==> config.mk <==
export PLATFORM = sky130hd
export DESIGN_NAME = eer_ctrl
export DESIGN_NICKNAME = d
export VERILOG_FILES = /design/src/design/eer_pkg.sv /design/src/design/eer_ctrl.sv
export SDC_FILE = /design/constraint.sdc
export NUM_CORES = 1
export LEC_CHECK = 0
export ABC_CLOCK_PERIOD_IN_PS = 2170
export BUFFER_PORTS_ARGS = -buffer_cell sky130_fd_sc_hd__buf_2
export CORE_MARGIN = 2
export CORE_UTILIZATION = 50
export CTS_BUF_LIST = sky130_fd_sc_hd__clkbuf_2
export DETAILED_ROUTE_END_ITERATION = 8
export PLACE_DENSITY_LB_ADDON = 0.05
export SYNTH_ARGS = -nofsm -noshare
export SYNTH_HDL_FRONTEND = slang
export SYNTH_SLANG_ARGS = --single-unit
export TNS_END_PERCENT = 10
==> constraint.sdc <==
create_clock -name clk -period 2.17 [get_ports clk]
set_input_delay 0.1085 -clock clk [delete_from_list [all_inputs] [get_ports clk]]
set_output_delay 0.1085 -clock clk [all_outputs]
set_load 0.005 [all_outputs]
==> src/design/eer_pkg.sv <==
// ----------------------------------------------------------------------------
// eer_pkg
// Shared types, constants and functions of the emulated EEPROM block.
// ----------------------------------------------------------------------------
package eer_pkg;

	localparam int STORE_BYTES   = 4096;
	localparam int ADDR_W        = 12;
	localparam int MAX_ROW_BYTES = 256;
	localparam int MAX_ROWS      = 16;

	localparam logic [31:0] ROW_MAGIC = 32'h4F434657;
	localparam logic [7:0]  CRC_POLY  = 8'h31;
	localparam logic [7:0]  CRC_INIT  = 8'hFF;
	localparam logic [7:0]  ERASED    = 8'hFF;
	localparam logic [4:0]  HDR_BYTES = 5'd16;

	typedef enum logic [1:0] {
		KIND_READ  = 2'd0,
		KIND_WRITE = 2'd1,
		KIND_ERASE = 2'd2
	} kind_t;

	typedef enum logic [1:0] {
		ST_OK       = 2'd0,
		ST_BADPARAM = 2'd1,
		ST_NOROW    = 2'd2
	} status_t;

	typedef enum logic [1:0] {
		CFG_SIMPLE  = 2'd0,
		CFG_LSIZE   = 2'd1,
		CFG_RSIZE   = 2'd2,
		CFG_RCOUNT  = 2'd3
	} cfg_idx_t;

	typedef struct packed {
		logic [1:0]  kind;
		logic [11:0] offset;
		logic [7:0]  write_byte;
	} req_t;

	typedef struct packed {
		logic [1:0] status;
		logic [7:0] read_byte;
	} rsp_t;

	typedef enum logic [3:0] {
		MOP_NONE,
		MOP_CLEAR,
		MOP_SWR,
		MOP_SRD,
		MOP_SCAN,
		MOP_XRD,
		MOP_CRD,
		MOP_CWR,
		MOP_HDR
	} mop_t;

	typedef struct packed {
		logic    take;
		mop_t    mop;
		logic    cnt_clr;
		logic    cnt_inc;
		logic    scan_init;
		logic    crc_init;
		logic    row_eval;
		logic    row_next;
		logic    fin;
		logic    dst_sub;
		logic    cur_adv;
		logic    cur_reset;
		logic    res_load;
		status_t res_code;
	} cmd_t;

	typedef struct packed {
		logic       bad;
		logic       simple;
		logic [1:0] kind;
		logic       clear_last;
		logic       erase_last;
		logic       scan_last;
		logic       pay_last;
		logic       row_end_last;
		logic       row_last;
		logic       found;
		logic       dst_ge;
	} sts_t;

	function automatic logic [7:0] crc8_next(logic [7:0] c, logic [7:0] d);
		logic [7:0] x;
		x = c ^ d;
		for (int i = 0; i < 8; i++) begin
			x = x[7] ? ((x << 1) ^ CRC_POLY) : (x << 1);
		end
		return x;
	endfunction

endpackage

==> src/design/eer_ctrl.sv <==
// ----------------------------------------------------------------------------
// eer_ctrl
// Sequencer for clear, erase, direct access, row scan and row rewrite.
// ----------------------------------------------------------------------------
module eer_ctrl import eer_pkg::*; (
	input  logic clk,
	input  logic arst_n,
	input  logic req_valid,
	output logic req_ready,
	output logic rsp_valid,
	input  logic rsp_ready,
	input  sts_t sts,
	output cmd_t cmd
);

	typedef enum logic [13:0] {
		S_CLEAR    = 14'b00000000000001,
		S_IDLE     = 14'b00000000000010,
		S_DECIDE   = 14'b00000000000100,
		S_ERASE    = 14'b00000000001000,
		S_SRD      = 14'b00000000010000,
		S_SCAN     = 14'b00000000100000,
		S_SCAN_END = 14'b00000001000000,
		S_EVAL     = 14'b00000010000000,
		S_FIN      = 14'b00000100000000,
		S_XRD      = 14'b00001000000000,
		S_DMOD     = 14'b00010000000000,
		S_COPY_RD  = 14'b00100000000000,
		S_COPY_WR  = 14'b01000000000000,
		S_HDR      = 14'b10000000000000
	} state_t;

	state_t  state_q, state_d;
	logic    done_q, done_d;
	status_t code_q, code_d;
	logic    out_vld_q;

	assign req_ready = (state_q == S_IDLE) && !done_q;
	assign rsp_valid = out_vld_q;

	always_comb begin
		state_d      = state_q;
		done_d       = done_q;
		code_d       = code_q;
		cmd          = '0;
		cmd.mop      = MOP_NONE;
		cmd.res_code = code_q;
		if (done_q) begin
			if (!out_vld_q || rsp_ready) begin
				cmd.res_load = 1'b1;
				done_d       = 1'b0;
			end
		end else begin
			unique case (state_q)
				S_CLEAR: begin
					cmd.mop     = MOP_CLEAR;
					cmd.cnt_inc = 1'b1;
					if (sts.clear_last) begin
						state_d = S_IDLE;
					end
				end
				S_IDLE: begin
					if (req_valid) begin
						cmd.take = 1'b1;
						state_d  = S_DECIDE;
					end
				end
				S_DECIDE: begin
					if (sts.bad) begin
						code_d  = ST_BADPARAM;
						done_d  = 1'b1;
						state_d = S_IDLE;
					end else if (sts.kind == KIND_ERASE) begin
						cmd.cnt_clr = 1'b1;
						state_d     = S_ERASE;
					end else if (sts.simple) begin
						if (sts.kind == KIND_READ) begin
							state_d = S_SRD;
						end else begin
							cmd.mop = MOP_SWR;
							code_d  = ST_OK;
							done_d  = 1'b1;
							state_d = S_IDLE;
						end
					end else begin
						cmd.scan_init = 1'b1;
						cmd.crc_init  = 1'b1;
						cmd.cnt_clr   = 1'b1;
						state_d       = S_SCAN;
					end
				end
				S_ERASE: begin
					cmd.mop     = MOP_CLEAR;
					cmd.cnt_inc = 1'b1;
					if (sts.erase_last) begin
						cmd.cur_reset = 1'b1;
						code_d        = ST_OK;
						done_d        = 1'b1;
						state_d       = S_IDLE;
					end
				end
				S_SRD: begin
					cmd.mop = MOP_SRD;
					code_d  = ST_OK;
					done_d  = 1'b1;
					state_d = S_IDLE;
				end
				S_SCAN: begin
					cmd.mop     = MOP_SCAN;
					cmd.cnt_inc = 1'b1;
					if (sts.scan_last) begin
						state_d = S_SCAN_END;
					end
				end
				S_SCAN_END: begin
					state_d = S_EVAL;
				end
				S_EVAL: begin
					cmd.row_eval = 1'b1;
					if (sts.row_last) begin
						state_d = S_FIN;
					end else begin
						cmd.row_next = 1'b1;
						cmd.crc_init = 1'b1;
						cmd.cnt_clr  = 1'b1;
						state_d      = S_SCAN;
					end
				end
				S_FIN: begin
					if (sts.kind == KIND_READ) begin
						if (sts.found) begin
							cmd.fin = 1'b1;
							state_d = S_XRD;
						end else begin
							code_d  = ST_NOROW;
							done_d  = 1'b1;
							state_d = S_IDLE;
						end
					end else begin
						cmd.fin = 1'b1;
						state_d = S_DMOD;
					end
				end
				S_XRD: begin
					cmd.mop = MOP_XRD;
					code_d  = ST_OK;
					done_d  = 1'b1;
					state_d = S_IDLE;
				end
				S_DMOD: begin
					if (sts.dst_ge) begin
						cmd.dst_sub = 1'b1;
					end else begin
						cmd.cur_adv  = 1'b1;
						cmd.crc_init = 1'b1;
						cmd.cnt_clr  = 1'b1;
						state_d      = S_COPY_RD;
					end
				end
				S_COPY_RD: begin
					cmd.mop = MOP_CRD;
					state_d = S_COPY_WR;
				end
				S_COPY_WR: begin
					cmd.mop = MOP_CWR;
					if (sts.pay_last) begin
						cmd.cnt_clr = 1'b1;
						state_d     = S_HDR;
					end else begin
						cmd.cnt_inc = 1'b1;
						state_d     = S_COPY_RD;
					end
				end
				S_HDR: begin
					cmd.mop     = MOP_HDR;
					cmd.cnt_inc = 1'b1;
					if (sts.row_end_last) begin
						code_d  = ST_OK;
						done_d  = 1'b1;
						state_d = S_IDLE;
					end
				end
				default: begin
					state_d = S_IDLE;
				end
			endcase
		end
	end

	always_ff @(posedge clk or negedge arst_n) begin
		if (!arst_n) begin
			state_q   <= S_CLEAR;
			done_q    <= 1'b0;
			code_q    <= ST_OK;
			out_vld_q <= 1'b0;
		end else begin
			state_q <= state_d;
			done_q  <= done_d;
			code_q  <= code_d;
			if (cmd.res_load) begin
				out_vld_q <= 1'b1;
			end else if (rsp_ready) begin
				out_vld_q <= 1'b0;
			end
		end
	end

endmodule

* Word-level counts from Yosys, hierarchy flattened
Cells that the tools add are included.
** Storage, ports and cells
- Bits in registers :: 18
- Input port bits :: 16
- Output and inout port bits :: 20
- Word-level logic and storage cells :: 110
** Operators by class
- Equality and inequality tests :: 26
- Mux-type cells :: 67
- Bitwise operators :: 1
- Reduce and logical (&&, ||, !) cells :: 12
** Operator list (number)
- case mux 14 bit (12 select lines) :: 1
- two-way mux 14 bit :: 9
- case mux 4 bit (8 select lines) :: 1
- two-way mux 1 bit :: 28
- two-way mux 2 bit :: 14
- != test 2 bit (second input constant) :: 8
- two-way mux 15 bit :: 1
- == test 14 x 1 -> 1 bit (second input constant) :: 1
- == test 14 x 10 -> 1 bit (second input constant) :: 1
- == test 14 x 11 -> 1 bit (second input constant) :: 1
- == test 14 x 12 -> 1 bit (second input constant) :: 1
- == test 14 x 13 -> 1 bit (second input constant) :: 1
- == test 14 bit (second input constant) :: 1
- == test 14 x 2 -> 1 bit (second input constant) :: 1
- == test 14 x 3 -> 1 bit (second input constant) :: 1
- == test 14 x 4 -> 1 bit (second input constant) :: 1
- == test 14 x 5 -> 1 bit (second input constant) :: 1
- == test 14 x 6 -> 1 bit (second input constant) :: 1
- == test 14 x 7 -> 1 bit (second input constant) :: 1
- == test 14 x 8 -> 1 bit (second input constant) :: 1
- == test 14 x 9 -> 1 bit (second input constant) :: 1
- two-way mux 11 bit :: 1
- two-way mux 10 bit :: 1
- two-way mux 5 bit :: 2
- 21 further kinds :: 26

* Depth between registers and ports, before layout
- Word-level depth :: 7
- Gate-level depth with buffers :: 10
- Depth with buffers taken out :: 6

* Worst setup path before layout
Ideal clock, no wire load.
- Path type :: register to register
- From :: register state_q[11]
- To :: register state_q[5]
- Library setup time :: 0.128 ns
- Data arrival time :: 2.287 ns
- Required time :: 2.042 ns
- Setup slack :: -0.245 ns
- Cell stages (with the launch flop) :: 9
- Period minus slack after synthesis :: 2.415 ns
- Cell sequence :: dfrtp_1 -> buf_6 -> or4_1 -> buf_2 -> or4_4 -> a21oi_2 -> or3_1 -> buf_6 -> mux2_1
** Between the ends
- Word-level cells in the longest chain between the ends :: 3
** Ends and longest elaborated chain
- from (decl) :: RTL line eer_ctrl.sv:33 : state_t state_q, state_d;
- from (signal assigned) :: RTL line eer_ctrl.sv:197 : state_q <= state_d;
- == test 14 x 1 -> 1 bit, or another cell as far along :: RTL line eer_ctrl.sv:54 : unique case (state_q)
- != test 2 bit (no line)
- AND reduction 7 bit (no line)
Parallel ways exist; a longest one is shown, timed or not.
A chain may end at the register's enable or synchronous reset.

==> reports/qor.yml <==
status: "finished, violations left"
violations: "negative setup slack"
yosys_register_bits: 18
ys_top_cells_by_count: "nand2_1 (26), nor2_1 (19), dfrtp_1 (17)"
end_kind: "primary output"
grt.overflow.total: 0
wl_per_cell_microns: 17.5
clock_skew_ns: 0.0323
start_kind: "flop"
synthFlopType: "dfrtp_1"
max_slew_margin: 0.534
ir_drop_mv: 0.465
yosysMostFrequentCell: "nand2_1"
min_period_ns: 2.57
cellLeakagePower_nw: 1.10
clkTransAtPathRegs_ns: 0.19
slew_violations: 0
drc: 0
drive_above_1_share: 0.459
synthCells: 197
place_area_sq_um: 2040
synthTopCellsByArea: "dfrtp_1 (28%), nand2_1 (6.4%), nor2_1 (4.7%), nor3_1 (4.6%), buf_6 (3.0%)"
setup_viol: 30
io_buffer_count: 35
clock-sinks: 18
crit_arrival_ns: 2.46
cp_top_family: "simple AND/OR/NAND/NOR gates"
placement_rows: 20
grt_antenna_before_repair: 0
critPathKind: "flop to primary output"
rsz0062_at_grt: "yes"
numCtsBuffers: 3
syn_area_sq_um: 1520
diodes: 0
dp_hpwl_microns: 4200
grt_max_degree: 19
synth_top_area_frac: 0.279
core_sq_um: 2980
htreeDepth: 1
syn_area_per_cell_sq_um: 7.73
crit_chain: "buf_6, or4_4, buf_6, nor4_4, a41oi_2, a31o_2, nor2_1, buf_2"
nFillCells: 204
totalWireLength_microns: 5460
via_per_inst: 6.13
synth_warnings: 0
yosysTopAreaCell: "dfrtp_1"
seq_area_frac_synth: 0.297
ys_types: 45
synth_nets: 213
worstPathRequired_ns: 2.06
stdcell_area_sq_um: 2290
cts-root-buf: "clkbuf_2"
async_flop_share: 1.00
grt.total_usage: 0.331
grt_pass1_vias: 1795
cap_violations: 0
pin_count: 36
die-area_sq_um: 3500
hold_class: "input pin to flop"
p_per_area_nw_per_um2: 758
vias: 1912
clockBufferDepth: 2
insertion_delay_ns: 0.32
ant_nets: 0
worst_path_largest_cell_delay_ns: 0.56
worst-path-max-fanout: 2
fin_tns_setup_ns: -5.33
first_iter_violations: 182
initial_utilization: 0.511
max_freq_mhz: 389
die_h_microns: 59.2
syn2layout_area_growth_pct: 50.5
path_buf_inv: 3
cpMostUsedCell: "buf_6"
fin_nets: 296
synth_enable_flop_cells: 0
gp_congestion: 0.988
dp_slack_ns: -0.261
cts_tree: "built"
die_x_microns: 59.2
slowest_stage: "or4_4"
hold_viol_final: 0
first_pass_iters: 5
total_power_mw: 1.74
period_share: 1.18
worst_pin_slew_ns: 0.690
finalWorstSetupSlack_ns: -0.398
grt_pass1_wl_microns: 8560
==> final timing paths <==
path | start | endpoint | slack (ns) | cells after the start
max | state_q[7] | cmd[14] | -0.40 | 8
max reg2reg | state_q[13] | state_q[3] | -0.24 | 5
max in group asynchronous | arst_n | state_q[0] | 1.57 | 2
min | sts[1] | state_q[9] | 0.03 | 3
min reg2reg | done_q | rsp_valid | 0.51 | 2
min in group asynchronous | arst_n | state_q[11] | 0.23 | 2
==> final cells by class <==
class / count / area, sq um / share of cell area
clock buffer: 3 / 15.0 / 0.00655
tap: 33 / 41.3 / 0.0180
clock inverter: 1 / 3.75 / 0.00164
timing repair buffer: 93 / 659 / 0.288
sequential: 18 / 452 / 0.197
multi-input combinational: 160 / 1110 / 0.483
inverter: 4 / 15.0 / 0.00655
==> worst register-to-register path: stages, from the launching register on <==
cell	delay (ns)
dfrtp_1	0.47
or4_4	0.59
or4_4	0.52
a21oi_2	0.17
or3_4	0.19
mux2_1	0.33
==> placed cells by master (no fill, tap or decap), types with 2 or more instances in the layout <==
cell	instances
nor2b_1	2
dfrtp_1	17
nor2_1	18
a21oi_1	5
o31ai_1	5
nand4_1	3
nand2b_1	4
nor4b_1	5
nand3_1	7
inv_1	4
or2_2	3
nor4_1	3
o21ai_0	7
buf_6	9
mux2_1	2
clkbuf_2	3
o32ai_1	2
or4_4	5
nor4_4	3
nor3_1	12
xnor2_1	5
and2_1	3
or4b_4	2
buf_4	47
nor3b_1	2
or3_1	5
nor4_2	2
buf_2	35
o21ai_2	4
a31oi_1	4
nand2_1	25
==> stage by stage <==
| stage | utilization | hold slack (ns) | instances |
|---|---|---|---|
| after floorplan | - | -0.187 | 197 |
| after global placement | 0.685 | 0.0568 | 301 |
| after detailed placement | 0.685 | 0.0599 | 301 |
| after CTS | 0.767 | 0.0396 | 312 |
| after global routing | 0.770 | 0.0500 | 312 |
| final | 0.770 | 0.0299 | 312 |
==> cell families after synthesis <==
logic type / count (synthesis) / synth area share
xor gates and xnor gates: 6 / 0.0345
buffers and inverters: 19 / 0.0715
muxes: 2 / 0.0148
and+or+nand+nor: 116 / 0.418
DFF: 18 / 0.297
AOI/OAI and AO/OA: 36 / 0.164
==> power by group <==
group	switching [mW]	internal [mW]	leakage, nW
Clock	0.105	0.0400	0.0140
Sequential	0.0388	0.386	0.237
Combinational	0.602	0.565	0.846
==> repair_timing <==
action | 4_1_cts | 5_1_grt
setup endpoints to repair | 29 | 31
hold endpoints to repair | 17 | 0
gates resized for setup | 35 | 1
pin swaps | 13 | 4
hold buffers | 1 | 0
setup buffers | 6 | 0
==> layer usage <==
layer,track usage,up-vias,routed length [microns]
met5,0,-,0
met4,0.153,0,155
met3,0.0393,16,401
met2,0.548,95,2680
met1,0.427,900,2220
li1,-,901,-
==> flip-flops by register name, indices dropped and copies added (netlist names) <==
| name | count |
|---|---|
| state_q | 14 |
| done_q | 1 |
| code_q | 2 |
| rsp_valid | 1 |
Power figures use the tool's default switching activity.
